--- src/sv/bmpd_pkg.sv ---
`timescale 1ns / 1ps
package bmpd_pkg;

  localparam int DEF_MAX_WIDTH  = 4096;
  localparam int DEF_MAX_HEIGHT = 4096;
  localparam int Q_DEPTH        = 2;

  localparam logic [3:0] ST_PIXEL       = 4'd0;
  localparam logic [3:0] ST_SIGNATURE   = 4'd1;
  localparam logic [3:0] ST_HDR_SIZE    = 4'd2;
  localparam logic [3:0] ST_PLANES      = 4'd3;
  localparam logic [3:0] ST_BPP         = 4'd4;
  localparam logic [3:0] ST_COMPRESSED  = 4'd5;
  localparam logic [3:0] ST_WIDTH       = 4'd6;
  localparam logic [3:0] ST_HEIGHT_ZERO = 4'd7;
  localparam logic [3:0] ST_HEIGHT_MIN  = 4'd8;
  localparam logic [3:0] ST_OFFSET      = 4'd9;
  localparam logic [3:0] ST_TOO_LARGE   = 4'd10;
  localparam logic [3:0] ST_TRUNCATED   = 4'd11;

  typedef enum logic [2:0] {
    PH_IDLE,
    PH_HEADER,
    PH_SKIP,
    PH_PIXELS,
    PH_PAD,
    PH_HALT
  } phase_t;

  typedef struct packed {
    logic [7:0] data_byte;
    logic       start_of_file;
    logic       end_of_stream;
  } in_t;

  typedef struct packed {
    logic [3:0]  status;
    logic [11:0] column;
    logic [11:0] pixel_row;
    logic [7:0]  red;
    logic [7:0]  green;
    logic [7:0]  blue;
    logic        final_pixel;
  } out_t;

  typedef struct packed {
    logic [3:0]  status;
    logic [11:0] column;
    logic [11:0] src_row;
    logic [11:0] height_low;
    logic        bottom_up;
    logic [7:0]  red;
    logic [7:0]  green;
    logic [7:0]  blue;
    logic        last;
  } cmd_t;

  typedef struct packed {
    logic full;
    logic empty;
  } q_status_t;

endpackage

--- src/sv/bmpd_front.sv ---
`timescale 1ns / 1ps
module bmpd_front import bmpd_pkg::*; #(
  parameter int MAX_WIDTH  = DEF_MAX_WIDTH,
  parameter int MAX_HEIGHT = DEF_MAX_HEIGHT
) (
  input  logic clk,
  input  logic rst,
  input  logic accept,
  input  in_t  item,
  output logic push,
  output cmd_t cmd
);

  localparam int CW = $clog2(MAX_WIDTH + 1);
  localparam int RW = $clog2(MAX_HEIGHT + 1);

  localparam logic [5:0]  POS_SIG    = 6'd0;
  localparam logic [5:0]  POS_OFFSET = 6'd10;
  localparam logic [5:0]  POS_INFO   = 6'd14;
  localparam logic [5:0]  POS_WIDTH  = 6'd18;
  localparam logic [5:0]  POS_HEIGHT = 6'd22;
  localparam logic [5:0]  POS_PLANES = 6'd26;
  localparam logic [5:0]  POS_DEPTH  = 6'd28;
  localparam logic [5:0]  POS_COMP   = 6'd30;
  localparam logic [5:0]  LEN_HALF   = 6'd2;
  localparam logic [5:0]  LEN_WORD   = 6'd4;
  localparam logic [31:0] HEADER_BYTES = 32'd54;
  localparam logic [31:0] FILE_HDR_BYTES = 32'd14;
  localparam logic [15:0] BMP_MAGIC  = 16'h4D42;
  localparam logic [31:0] INFO_BYTES = 32'd40;
  localparam logic [15:0] BPP_24     = 16'd24;

  function automatic logic in_field(logic [5:0] pos, logic [5:0] start, logic [5:0] len);
    in_field = (pos >= start) && (pos < start + len);
  endfunction

  function automatic logic [1:0] lane(logic [5:0] pos, logic [5:0] start);
    lane = 2'(pos - start);
  endfunction

  phase_t        phase, phase_next;
  logic [31:0]   byte_count, byte_count_next;
  logic [15:0]   signature_word, signature_word_next;
  logic [31:0]   data_offset, data_offset_next;
  logic [31:0]   info_size, info_size_next;
  logic [31:0]   width_word, width_word_next;
  logic [31:0]   height_word, height_word_next;
  logic [15:0]   planes_word, planes_word_next;
  logic [15:0]   depth_word, depth_word_next;
  logic [31:0]   compression_word, compression_word_next;
  logic [CW-1:0] column_count, column_count_next;
  logic [RW-1:0] line_count, line_count_next;
  logic [1:0]    pixel_byte_index, pixel_byte_index_next;
  logic [7:0]    blue_hold, blue_hold_next;
  logic [7:0]    green_hold, green_hold_next;
  logic [1:0]    padding_left, padding_left_next;

  phase_t      eff_phase;
  logic [31:0] eff_count;
  logic [5:0]  hc;
  logic [31:0] abs_height;
  logic [3:0]  chk;
  logic        last;
  logic [1:0]  pad_dec;
  logic [7:0]  b;

  always_ff @(posedge clk) begin
    if (rst) begin
      phase <= PH_IDLE;
    end else begin
      phase <= phase_next;
    end
    byte_count       <= byte_count_next;
    signature_word   <= signature_word_next;
    data_offset      <= data_offset_next;
    info_size        <= info_size_next;
    width_word       <= width_word_next;
    height_word      <= height_word_next;
    planes_word      <= planes_word_next;
    depth_word       <= depth_word_next;
    compression_word <= compression_word_next;
    column_count     <= column_count_next;
    line_count       <= line_count_next;
    pixel_byte_index <= pixel_byte_index_next;
    blue_hold        <= blue_hold_next;
    green_hold       <= green_hold_next;
    padding_left     <= padding_left_next;
  end

  assign abs_height = height_word[31] ? (32'd0 - height_word) : height_word;

  always_comb begin
    if (signature_word != BMP_MAGIC) begin
      chk = ST_SIGNATURE;
    end else if (info_size != INFO_BYTES) begin
      chk = ST_HDR_SIZE;
    end else if (planes_word != 16'd1) begin
      chk = ST_PLANES;
    end else if (depth_word != BPP_24) begin
      chk = ST_BPP;
    end else if (compression_word != 32'd0) begin
      chk = ST_COMPRESSED;
    end else if (width_word == 32'd0 || width_word[31]) begin
      chk = ST_WIDTH;
    end else if (height_word == 32'd0) begin
      chk = ST_HEIGHT_ZERO;
    end else if (height_word == 32'h8000_0000) begin
      chk = ST_HEIGHT_MIN;
    end else if ({1'b0, data_offset} < {1'b0, FILE_HDR_BYTES} + {1'b0, info_size}) begin
      chk = ST_OFFSET;
    end else if (width_word > 32'(MAX_WIDTH) || abs_height > 32'(MAX_HEIGHT)) begin
      chk = ST_TOO_LARGE;
    end else begin
      chk = ST_PIXEL;
    end
  end

  always_comb begin
    b         = item.data_byte;
    eff_phase = item.start_of_file ? PH_HEADER : phase;
    eff_count = item.start_of_file ? 32'd0 : byte_count;
    hc        = eff_count[5:0];
    last      = (32'(line_count) + 32'd1 >= abs_height) &&
                (32'(column_count) + 32'd1 >= width_word);
    pad_dec   = (padding_left != 2'd0) ? padding_left - 2'd1 : 2'd0;

    phase_next            = phase;
    byte_count_next       = byte_count;
    signature_word_next   = signature_word;
    data_offset_next      = data_offset;
    info_size_next        = info_size;
    width_word_next       = width_word;
    height_word_next      = height_word;
    planes_word_next      = planes_word;
    depth_word_next       = depth_word;
    compression_word_next = compression_word;
    column_count_next     = column_count;
    line_count_next       = line_count;
    pixel_byte_index_next = pixel_byte_index;
    blue_hold_next        = blue_hold;
    green_hold_next       = green_hold;
    padding_left_next     = padding_left;

    push = 1'b0;
    cmd  = '0;

    if (accept) begin
      if (item.start_of_file) begin
        phase_next            = PH_HEADER;
        byte_count_next       = '0;
        signature_word_next   = '0;
        data_offset_next      = '0;
        info_size_next        = '0;
        width_word_next       = '0;
        height_word_next      = '0;
        planes_word_next      = '0;
        depth_word_next       = '0;
        compression_word_next = '0;
        column_count_next     = '0;
        line_count_next       = '0;
        pixel_byte_index_next = '0;
        blue_hold_next        = '0;
        green_hold_next       = '0;
        padding_left_next     = '0;
      end

      if (eff_phase != PH_IDLE && eff_phase != PH_HALT) begin
        if (item.end_of_stream) begin
          push       = 1'b1;
          cmd.status = ST_TRUNCATED;
          phase_next = PH_HALT;
        end else begin
          unique case (eff_phase)
            PH_HEADER: begin
              if (in_field(hc, POS_SIG, LEN_HALF))
                signature_word_next[8*lane(hc, POS_SIG) +: 8] = b;
              if (in_field(hc, POS_OFFSET, LEN_WORD))
                data_offset_next[8*lane(hc, POS_OFFSET) +: 8] = b;
              if (in_field(hc, POS_INFO, LEN_WORD))
                info_size_next[8*lane(hc, POS_INFO) +: 8] = b;
              if (in_field(hc, POS_WIDTH, LEN_WORD))
                width_word_next[8*lane(hc, POS_WIDTH) +: 8] = b;
              if (in_field(hc, POS_HEIGHT, LEN_WORD))
                height_word_next[8*lane(hc, POS_HEIGHT) +: 8] = b;
              if (in_field(hc, POS_PLANES, LEN_HALF))
                planes_word_next[8*lane(hc, POS_PLANES) +: 8] = b;
              if (in_field(hc, POS_DEPTH, LEN_HALF))
                depth_word_next[8*lane(hc, POS_DEPTH) +: 8] = b;
              if (in_field(hc, POS_COMP, LEN_WORD))
                compression_word_next[8*lane(hc, POS_COMP) +: 8] = b;
              byte_count_next = eff_count + 32'd1;
              if (eff_count + 32'd1 == HEADER_BYTES) begin
                if (chk != ST_PIXEL) begin
                  push       = 1'b1;
                  cmd.status = chk;
                  phase_next = PH_HALT;
                end else begin
                  phase_next = (HEADER_BYTES < data_offset) ? PH_SKIP : PH_PIXELS;
                end
              end
            end
            PH_SKIP: begin
              byte_count_next = byte_count + 32'd1;
              if (byte_count + 32'd1 >= data_offset) phase_next = PH_PIXELS;
            end
            PH_PAD: begin
              padding_left_next = pad_dec;
              if (pad_dec == 2'd0) phase_next = PH_PIXELS;
            end
            PH_PIXELS: begin
              if (pixel_byte_index == 2'd0) begin
                blue_hold_next        = b;
                pixel_byte_index_next = 2'd1;
              end else if (pixel_byte_index == 2'd1) begin
                green_hold_next       = b;
                pixel_byte_index_next = 2'd2;
              end else begin
                pixel_byte_index_next = 2'd0;
                push           = 1'b1;
                cmd.status     = ST_PIXEL;
                cmd.column     = 12'(column_count);
                cmd.src_row    = 12'(line_count);
                cmd.height_low = abs_height[11:0];
                cmd.bottom_up  = !height_word[31];
                cmd.red        = b;
                cmd.green      = green_hold;
                cmd.blue       = blue_hold;
                cmd.last       = last;
                if (last) begin
                  phase_next = PH_HALT;
                end else if (32'(column_count) + 32'd1 >= width_word) begin
                  column_count_next = '0;
                  line_count_next   = line_count + RW'(1);
                  padding_left_next = width_word[1:0];
                  if (width_word[1:0] != 2'd0) phase_next = PH_PAD;
                end else begin
                  column_count_next = column_count + CW'(1);
                end
              end
            end
            default: ;
          endcase
        end
      end
    end
  end

endmodule

--- src/sv/bmpd_queue.sv ---
`timescale 1ns / 1ps
module bmpd_queue import bmpd_pkg::*; (
  input  logic      clk,
  input  logic      rst,
  input  logic      push,
  input  cmd_t      cmd,
  input  logic      pop,
  output cmd_t      head,
  output q_status_t status
);

  localparam int AW = (Q_DEPTH > 1) ? $clog2(Q_DEPTH) : 1;
  localparam int NW = $clog2(Q_DEPTH + 1);

  cmd_t          entries [Q_DEPTH];
  logic [AW-1:0] wr_ptr, wr_ptr_next;
  logic [AW-1:0] rd_ptr, rd_ptr_next;
  logic [NW-1:0] fill, fill_next;

  function automatic logic [AW-1:0] bump(logic [AW-1:0] p);
    bump = (32'(p) == Q_DEPTH - 1) ? '0 : p + AW'(1);
  endfunction

  always_ff @(posedge clk) begin
    if (rst) begin
      wr_ptr <= '0;
      rd_ptr <= '0;
      fill   <= '0;
    end else begin
      wr_ptr <= wr_ptr_next;
      rd_ptr <= rd_ptr_next;
      fill   <= fill_next;
    end
    if (push) entries[wr_ptr] <= cmd;
  end

  always_comb begin
    wr_ptr_next = push ? bump(wr_ptr) : wr_ptr;
    rd_ptr_next = pop ? bump(rd_ptr) : rd_ptr;
    fill_next   = fill + NW'(push) - NW'(pop);
  end

  assign head         = entries[rd_ptr];
  assign status.full  = (32'(fill) == Q_DEPTH);
  assign status.empty = (fill == '0);

endmodule

--- src/sv/bmpd_back.sv ---
`timescale 1ns / 1ps
module bmpd_back import bmpd_pkg::*; (
  input  logic clk,
  input  logic rst,
  input  cmd_t head,
  input  logic head_valid,
  output logic pop,
  output out_t result,
  output logic result_valid,
  input  logic result_ready
);

  out_t formatted;
  logic result_valid_next;

  assign pop = head_valid && (!result_valid || result_ready);

  always_comb begin
    formatted.status      = head.status;
    formatted.column      = head.column;
    formatted.pixel_row   = head.bottom_up ?
                            (head.height_low - 12'd1 - head.src_row) : head.src_row;
    formatted.red         = head.red;
    formatted.green       = head.green;
    formatted.blue        = head.blue;
    formatted.final_pixel = head.last;
    result_valid_next     = pop ? 1'b1 : (result_ready ? 1'b0 : result_valid);
  end

  always_ff @(posedge clk) begin
    if (rst) begin
      result_valid <= 1'b0;
    end else begin
      result_valid <= result_valid_next;
    end
    if (pop) result <= formatted;
  end

endmodule

--- src/sv/bmp24_stream_decoder.sv ---
`timescale 1ns / 1ps
// A result is written to a queue entry and then to the output register before it is valid.
// Throughput: one byte per clock while the queue is not full, set by the byte-serial header/pixel parser; the
//   header check is done in the cycle of byte 54 without stopping the stream.
// A two-entry queue and an output register decouple the parser from result stalls.
// Reset (rst, synchronous): parser idle until start_of_file, queue and output empty.
module bmp24_stream_decoder import bmpd_pkg::*; #(
  parameter int MAX_WIDTH  = DEF_MAX_WIDTH,
  parameter int MAX_HEIGHT = DEF_MAX_HEIGHT
) (
  input  logic clk,
  input  logic rst,
  input  logic item_valid,
  output logic item_ready,
  input  in_t  item,
  output logic result_valid,
  input  logic result_ready,
  output out_t result
);

  logic      accept;
  logic      q_push;
  logic      q_pop;
  cmd_t      q_in;
  cmd_t      q_head;
  q_status_t q_status;

  assign item_ready = !q_status.full;
  assign accept     = item_valid && item_ready;

  bmpd_front #(
    .MAX_WIDTH (MAX_WIDTH),
    .MAX_HEIGHT(MAX_HEIGHT)
  ) u_front (
    .clk   (clk),
    .rst   (rst),
    .accept(accept),
    .item  (item),
    .push  (q_push),
    .cmd   (q_in)
  );

  bmpd_queue u_queue (
    .clk   (clk),
    .rst   (rst),
    .push  (q_push),
    .cmd   (q_in),
    .pop   (q_pop),
    .head  (q_head),
    .status(q_status)
  );

  bmpd_back u_back (
    .clk         (clk),
    .rst         (rst),
    .head        (q_head),
    .head_valid  (!q_status.empty),
    .pop         (q_pop),
    .result      (result),
    .result_valid(result_valid),
    .result_ready(result_ready)
  );

  a_no_overflow: assert property (@(posedge clk) disable iff (rst)
    q_push |-> !q_status.full)
    else $error("queue push while full");

  a_push_fills: assert property (@(posedge clk) disable iff (rst)
    q_push |=> !q_status.empty)
    else $error("queue empty after push");

  a_error_clean: assert property (@(posedge clk) disable iff (rst)
    (result_valid && result.status != ST_PIXEL) |->
      (result.column == 12'd0 && result.pixel_row == 12'd0 && !result.final_pixel))
    else $error("error result carries pixel data");

  a_final_is_pixel: assert property (@(posedge clk) disable iff (rst)
    (result_valid && result.final_pixel) |-> (result.status == ST_PIXEL))
    else $error("final flag on non-pixel result");

endmodule
--- config.mk ---
export PLATFORM = sky130hd
export DESIGN_NAME = bmp24_stream_decoder
export DESIGN_NICKNAME = d
export VERILOG_FILES = /design/src/sv/bmpd_pkg.sv /design/src/sv/bmpd_front.sv /design/src/sv/bmpd_queue.sv /design/src/sv/bmpd_back.sv /design/src/sv/bmp24_stream_decoder.sv
export SDC_FILE = /design/constraint.sdc
export NUM_CORES = 1
export LEC_CHECK = 0
export BUFFER_PORTS_ARGS = -buffer_cell sky130_fd_sc_hd__buf_2
export CAP_MARGIN = 20
export CORE_MARGIN = 3
export CORE_UTILIZATION = 57
export DETAILED_ROUTE_END_ITERATION = 10
export GPL_TIMING_DRIVEN = 0
export PLACE_DENSITY = 0.77
export SLEW_MARGIN = 10
export SYNTH_ARGS = -nofsm -noshare
export SYNTH_HDL_FRONTEND = slang
export SYNTH_SLANG_ARGS = --single-unit
--- constraint.sdc ---
create_clock -name clk -period 7.8 [get_ports clk]
set_input_delay 0.39 -clock clk [delete_from_list [all_inputs] [get_ports clk]]
set_output_delay 0.39 -clock clk [all_outputs]
set_load 0.02 [all_outputs]
=== Word-level counts from Yosys, hierarchy flattened ===
Memories as Yosys holds them, arrays and structs flattened. A register that Yosys moved wholly into a read port is not among the register bits.
Index checks and enable logic that the tools add are counted.

* Div/mod/pow operators: 0
* Bitwise operators: 0
* Shift-type cells: 16
* Reductions and logical operators: 30
* Multiplexer cells: 154
* Multipliers: 0
* $add $sub $neg: 30
* Eq/ne operators: 13
* $lt $le $gt $ge: 23

{| class="wikitable"
|+ Operators by type and width
! cell !! count
|-
| $mux 32 || 34
|-
| $mux 16 || 18
|-
| $neg 5->34 || 8
|-
| $mux 13 || 16
|-
| $mux 66 || 3
|-
| $mux 62 || 3
|-
| $shift 8x34->32 const A || 5
|-
| $shiftx 8x34->32 || 5
|-
| $bwmux 32 || 5
|-
| $shift 8x34->16 const A || 3
|-
| $shiftx 8x34->16 || 3
|-
| $ge 32x32->1 || 3
|-
| $mux 8 || 11
|-
| $add 32x1->32 const B || 2
|-
| $gt 32x13->1 const B || 2
|-
| $logic_not 32->1 || 2
|-
| $pmux 32 s2 || 1
|-
| $mux 4 || 13
|-
| $bwmux 16 || 3
|-
| $mux 3 || 12
|-
| $add 4x32->33 const A || 1
|-
| $lt 32x33->1 || 1
|-
| $eq 32x32->1 const B || 1
|-
| $eq 32x6->1 const B || 1
|-
| other kinds (43) || 110
|}

* Bits in read-only memories: 0
* Latch bits: 0
* Flip-flop bits (word level): 347
* Output and inout port bits: 55
* RAM bits: 132
* Logic and storage cells: 294
* Memories kept: 1
* Bits of input ports: 14

{| class="wikitable"
|+ Memories
! name !! depth !! width !! read ports !! clocked after memory_dff !! write ports !! RTL line !! source
|-
| u_queue.entries || 2 || 66 || 1 || 1 || 1 || bmpd_queue.sv:15 || <nowiki>cmd_t entries [Q_DEPTH];</nowiki>
|}

=== Longest topological paths before layout ===
* Depth in word-level cells: 23
* Mapped depth: 23
* Mapped depth without buffers: 23

=== By module ===
From an unflattened synthesis, not the netlist that was laid out.

* Cells, all modules: 2478
* Area, all modules: 27547.7 um^2

{| class="wikitable"
|+ Modules (own cells, without submodules)
! module !! instances !! cells an instance !! seq. area each (um^2) !! area each (um^2)
|-
| bmpd_front || 1 || 2088 || 8648.3 || 20035.5
|-
| bmpd_queue || 1 || 226 || 4063.9 || 5139.9
|-
| bmpd_back || 1 || 161 || 1611.5 || 2358.5
|-
| bmp24_stream_decoder || 1 || 3 || 0.0 || 13.8
|}

=== Worst setup path after synthesis ===
Ideal clock, no wire load.

* Path type: register to register
* From: register u_queue.fill[0]
* To: memory u_queue.entries[0][0] (netlist bit) (data pin)
* Required time: 7.571 ns
* Path buffers: 0
* Period minus slack after synthesis: 7.426 ns
* Data arrival time: 7.197 ns
* Cell stages (with the launch flop): 7
* Path slack: 0.374 ns
* Path through: dfxtp_1 > inv_1 > nand2_1 > nand2_1 > inv_1 > nand2_1 > nor4_1

{| class="wikitable"
|+ RTL lines
! item !! RTL line !! source
|-
| from (decl) || bmpd_queue.sv:18 || <nowiki>logic [NW-1:0] fill, fill_next;</nowiki>
|-
| from (signal assigned) || bmpd_queue.sv:32 || <nowiki>fill <= fill_next;</nowiki>
|-
| to (decl) || bmpd_queue.sv:15 ||
|}

=== Final worst setup path ===
* From: input port item[1] (netlist bit)
* To: memory u_queue.entries[0][5] (netlist bit), enable pin

* Word-level cells in the longest chain between the ends: 10
* Elaborated cells on any way between the ends: 16

{| class="wikitable"
|+ RTL lines
! item !! RTL line !! source
|-
| from (decl) || bmp24_stream_decoder.sv:15 || <nowiki>input in_t item,</nowiki>
|-
| $mux 32 || bmpd_front.sv:121 || <nowiki>eff_count = item.start_of_file ? 32'd0 : byte_count;</nowiki>
|-
| $add 32x1->32 || bmpd_front.sv:192 || <nowiki>if (eff_count + 32'd1 == HEADER_BYTES) begin</nowiki>
|-
| $eq 32x6->1 || bmpd_front.sv:192 ||
|-
| $mux 1 || bmpd_front.sv:192 ||
|-
| $pmux 1 s2 || bmpd_front.sv:173 || <nowiki>unique case (eff_phase)</nowiki>
|-
| $mux 1 || bmpd_front.sv:168 || <nowiki>if (item.end_of_stream) begin</nowiki>
|-
| $mux 1 (*) || bmpd_front.sv:167 || <nowiki>if (eff_phase != PH_IDLE && eff_phase != PH_HALT) begin</nowiki>
|-
| $mux 1 (*) || bmpd_front.sv:147 || <nowiki>if (accept) begin</nowiki>
|-
| $mux 1 (*) || bmpd_queue.sv:34 || <nowiki>if (push) entries[wr_ptr] <= cmd;</nowiki>
|-
| $mux 1 (implied by the code) (*) || bmpd_queue.sv:34 ||
|}

Mark *: on every way between the ends. The rest lies on a longest branch, timed or not.

==> results.yml <==
clocking:
  insertion_delay_ns: 0.61
  cts.sinks: 480
  cts_buffers: 51
  htree_levels: 2
  clkTransAtPathRegs_ns: 0.06
  cts_tree: "done"
  ctsLongestPathBuffers: 3
  cts-root-buf: "clkbuf_16"
placement:
  dp_hpwl_um: 58100
  place.gp.congestion: 0.9710
  portBuffers: 59
  place_inst: 3218
worst_setup_path:
  r2r_cells: 13
  worstReg2RegEnd: "u_queue.entries[0][5]"
  crit_path_end_kind: "flip-flop"
  r2r-start: "u_front.byte_count[0]"
  crit_end: "u_queue.entries[0][5]"
  cpPeakStageDelay_ns: 0.62
  crit_arrival_ns: 7.85
  critPathMostFrequentCell: "clkbuf_1"
  cp_slowest_cell: "nor4_2"
  start_kind: "input port"
  reg2reg_slack_ns: 2.13
  criticalPathCategory: "in -> reg"
  worstPathMaxFanout: 28
  startpoint: "item[1]"
  path_cells: "buf_2 > clkbuf_1 > clkbuf_1 > inv_1 > clkbuf_1 > clkbuf_2 > clkbuf_2 > nand2_1 > inv_1 > ha_1 > nand3b_1 > nor2_1 > nand4_1 > nor3_1 > o221ai_1 > nor4_2 > a31o_2 > nor2b_4 > buf_12 > buf_12"
  cp.required_ns: 8.09
floorplan:
  rows: 79
  num_io_pins: 69
  die_area_um2: 50790
  start_util_pct: 58.30
  die_h_um: 225.4
  die_x_um: 225.4
  coreArea_um2: 47050
routing:
  detail-route-antenna-nets: 0
  drc: 0
  via_per_inst: 6.775
  drt_wl_total_um: 82930
  num_vias: 22459
  dr.first_iter.drc_count: 2871
  wl_per_cell_um: 25.02
  dr.pass1.iters: 9
timing:
  clock-skew-final_ns: 0.01778
  post-route-min-period_ns: 7.553
  period_share_pct: 96.83
  worstMarginPinSlew_ns: 1.244
  whs_ns: 0.1304
  max_slew_margin_pct: 17.07
  setup_violations: 0
  hold_viol: 0
  slew_violations: 0
  fmax_ghz: 0.1324
  setup_tns_ns: 0
  rsz0062_at_grt: "no"
grt:
  antenna_found_initial: 0
  grt_max_degree: 135
  grt_pass1_wl_um: 125800
  overflow: 0
  gr-usage-all-layers_pct: 32.32
  grt_pass1_vias: 21336
layout:
  stdcell_count: 3315
  area_delta_synth_final_pct: 10.84
  drive_gt1_share_pct: 9.860
  fin_nets: 2797
  diodes: 0
  fin_util_pct: 64.62
  fillCellCount: 3592
synthesis:
  syn_nets: 2675
  yosys-top-cells-area: "edfxtp_1 52%, ha_1 5.3%, nand2_1 3.0%, o21ai_0 2.9%, a22o_1 2.8%"
  synth_top_area_cell: "edfxtp_1"
  synth_area_um2: 27430
  ys_types: 89
  yosysWarnings: 0
  synthCells: 2544
  netlist_top_cells_count: "471 x edfxtp_1, 218 x nand2_1, 169 x nor2_1, 160 x o21ai_0, 147 x nand3_1"
  ys.flop_type: "edfxtp_1"
  yosysSeqAreaShare_pct: 52.22
  yosysMostFrequentCell: "edfxtp_1"
  ys_seq_elements: 480
  yosys.area.top_type_share_pct: 51.56
  synthesis.area_per_instance_um2: 10.78
  synth_edf_count: 471
  synthArstFlopShare_pct: 0
pwr:
  p_total_mw: 8.461
  p_seq_share_pct: 44.0
  pwr-share-comb_pct: 26.3
  p_int_mw: 5.673
  clkPwrFrac_pct: 29.7
  powerDensity_nw_per_um2: 278.3
  peakVddDrop_v: 0.0001860
  p_switching_mw: 2.789
  switching_share_pct: 32.96
  p_leak_nw: 10.59
hold_path:
  min_path_type: "in -> reg"
status:
  outcome: "completed"
run:
  drv_cap: 0
-- cells in the final DEF (no fill, tap or decap), types with 45 or more instances in the layout --
cell type  Yosys  layout
nand2_1      218     218
inv_1         86      85
a21oi_1      129     129
a32o_1        48      48
nand3_1      147     147
xor2_1        62      62
nand4_1       45      45
nor4_1        57      56
ha_1         116     116
buf_2         11      71
o21ai_0      160     160
nor2_1       169     169
clkbuf_16      0      53
xnor2_1       59      59
and2_1        54      53
nor3_1        58      57
a22o_1        87      87
edfxtp_1     471     471
mux2_2        62      62
clkbuf_1     111     116
-- worst min path at each step --
stage	cells after the start	start	to	slack, ns
after floorplan	2	u_queue.rd_ptr	flip-flop	0.48
after global placement	2	u_back.result_valid	u_back.result_valid	0.48
after detailed placement	2	u_queue.rd_ptr	u_queue.rd_ptr	0.51
after CTS	3	result_ready	u_back.result_valid	0.11
after global routing	3	result_ready	u_back.result_valid	0.13
final	3	result_ready	u_back.result_valid	0.13
-- critical path, delay by kind of cell --
family | cells | cell delay (ns)
buf+inv | 10 | 3.32
simple gates | 7 | 2.97
compound gates | 2 | 0.69
fa+ha+maj | 1 | 0.38
-- flip-flops by register name, indices dropped and copies added (netlist names), named ones only --
signal / flops
u_front.pixel_byte_index: 2
u_front.data_offset: 32
u_back.result_valid: 1
u_front.depth_word: 16
u_queue.entries: 132
u_front.info_size: 32
u_front.width_word: 32
u_front.blue_hold: 8
u_front.byte_count: 32
u_front.phase: 3
u_front.compression_word: 32
u_front.green_hold: 8
u_queue.rd_ptr: 1
u_front.height_word: 32
u_front.signature_word: 16
u_front.column_count: 13
u_queue.fill: 2
u_back.result: 53
u_front.line_count: 13
u_front.planes_word: 16
u_front.padding_left: 2
u_queue.wr_ptr: 1
-- cell families after synthesis --
| logic type | count (synthesis) | share of synthesized area, % |
|---|---|---|
| buffers and inverters | 238 | 3.357 |
| XOR/XNOR | 121 | 3.864 |
| AND/OR/NAND/NOR | 918 | 17.25 |
| adder cells (fa/ha/maj) | 117 | 5.364 |
| multiplexers | 83 | 3.316 |
| flip-flops | 480 | 52.22 |
| AO/OA/AOI/OAI | 587 | 14.62 |
-- final cells by class --
| cell class | instances | area [µm²] | area share, % |
|---|---|---|---|
| Tap cell | 607 | 759.5 | 2.498 |
| Multi-Input combinational cell | 1826 | 12210 | 40.17 |
| Buffer | 152 | 600.6 | 1.975 |
| Clock buffer | 61 | 1366 | 4.494 |
| Timing Repair Buffer | 69 | 461.7 | 1.519 |
| Inverter | 86 | 330.3 | 1.087 |
| Sequential cell | 480 | 14320 | 47.11 |
| Clock inverter | 34 | 346.6 | 1.140 |
-- power groups by stage --
stage	combinational, mW	clock, mW	sequential, mW
after floorplan	1.44	0	3.85
after global placement	2.08	0	3.85
after detailed placement	2.18	0	3.76
after CTS	2.20	2.52	3.71
after global routing	2.45	2.62	3.77
final	2.23	2.51	3.72
-- what timing repair did --
item / 4_1_cts / 5_1_grt
hold endpoints to repair: 0 / 0
gates resized for setup: 1 / 4
hold buffers: 0 / 0
endpoints found under the setup margin: 113 / 125
buffers inserted: 0 / 0
pin swaps: 0 / 0
-- stage by stage --
| stage | area, µm² | setup slack, ns |
|---|---|---|
| 6_report | 30400 | 0.2470 |
| 5_1_grt | 30400 | 0.09227 |
| 4_1_cts | 30380 | 0.02234 |
| 3_5_place_dp | 28670 | -0.9985 |
| 3_3_place_gp | 28480 | -4.810 |
| 2_1_floorplan | 27430 | 0.3740 |
-- metal layers --
metal / up-vias / global-route usage [%] / wire length, µm
met5: - / 0 / 0
met4: 0 / 16.79 / 4741
met3: 280 / 6.474 / 8212
met2: 1371 / 51.09 / 38050
met1: 10820 / 42.54 / 31930
li1: 9988 / - / -
No activity file was read; power rests on OpenSTA's default activity.
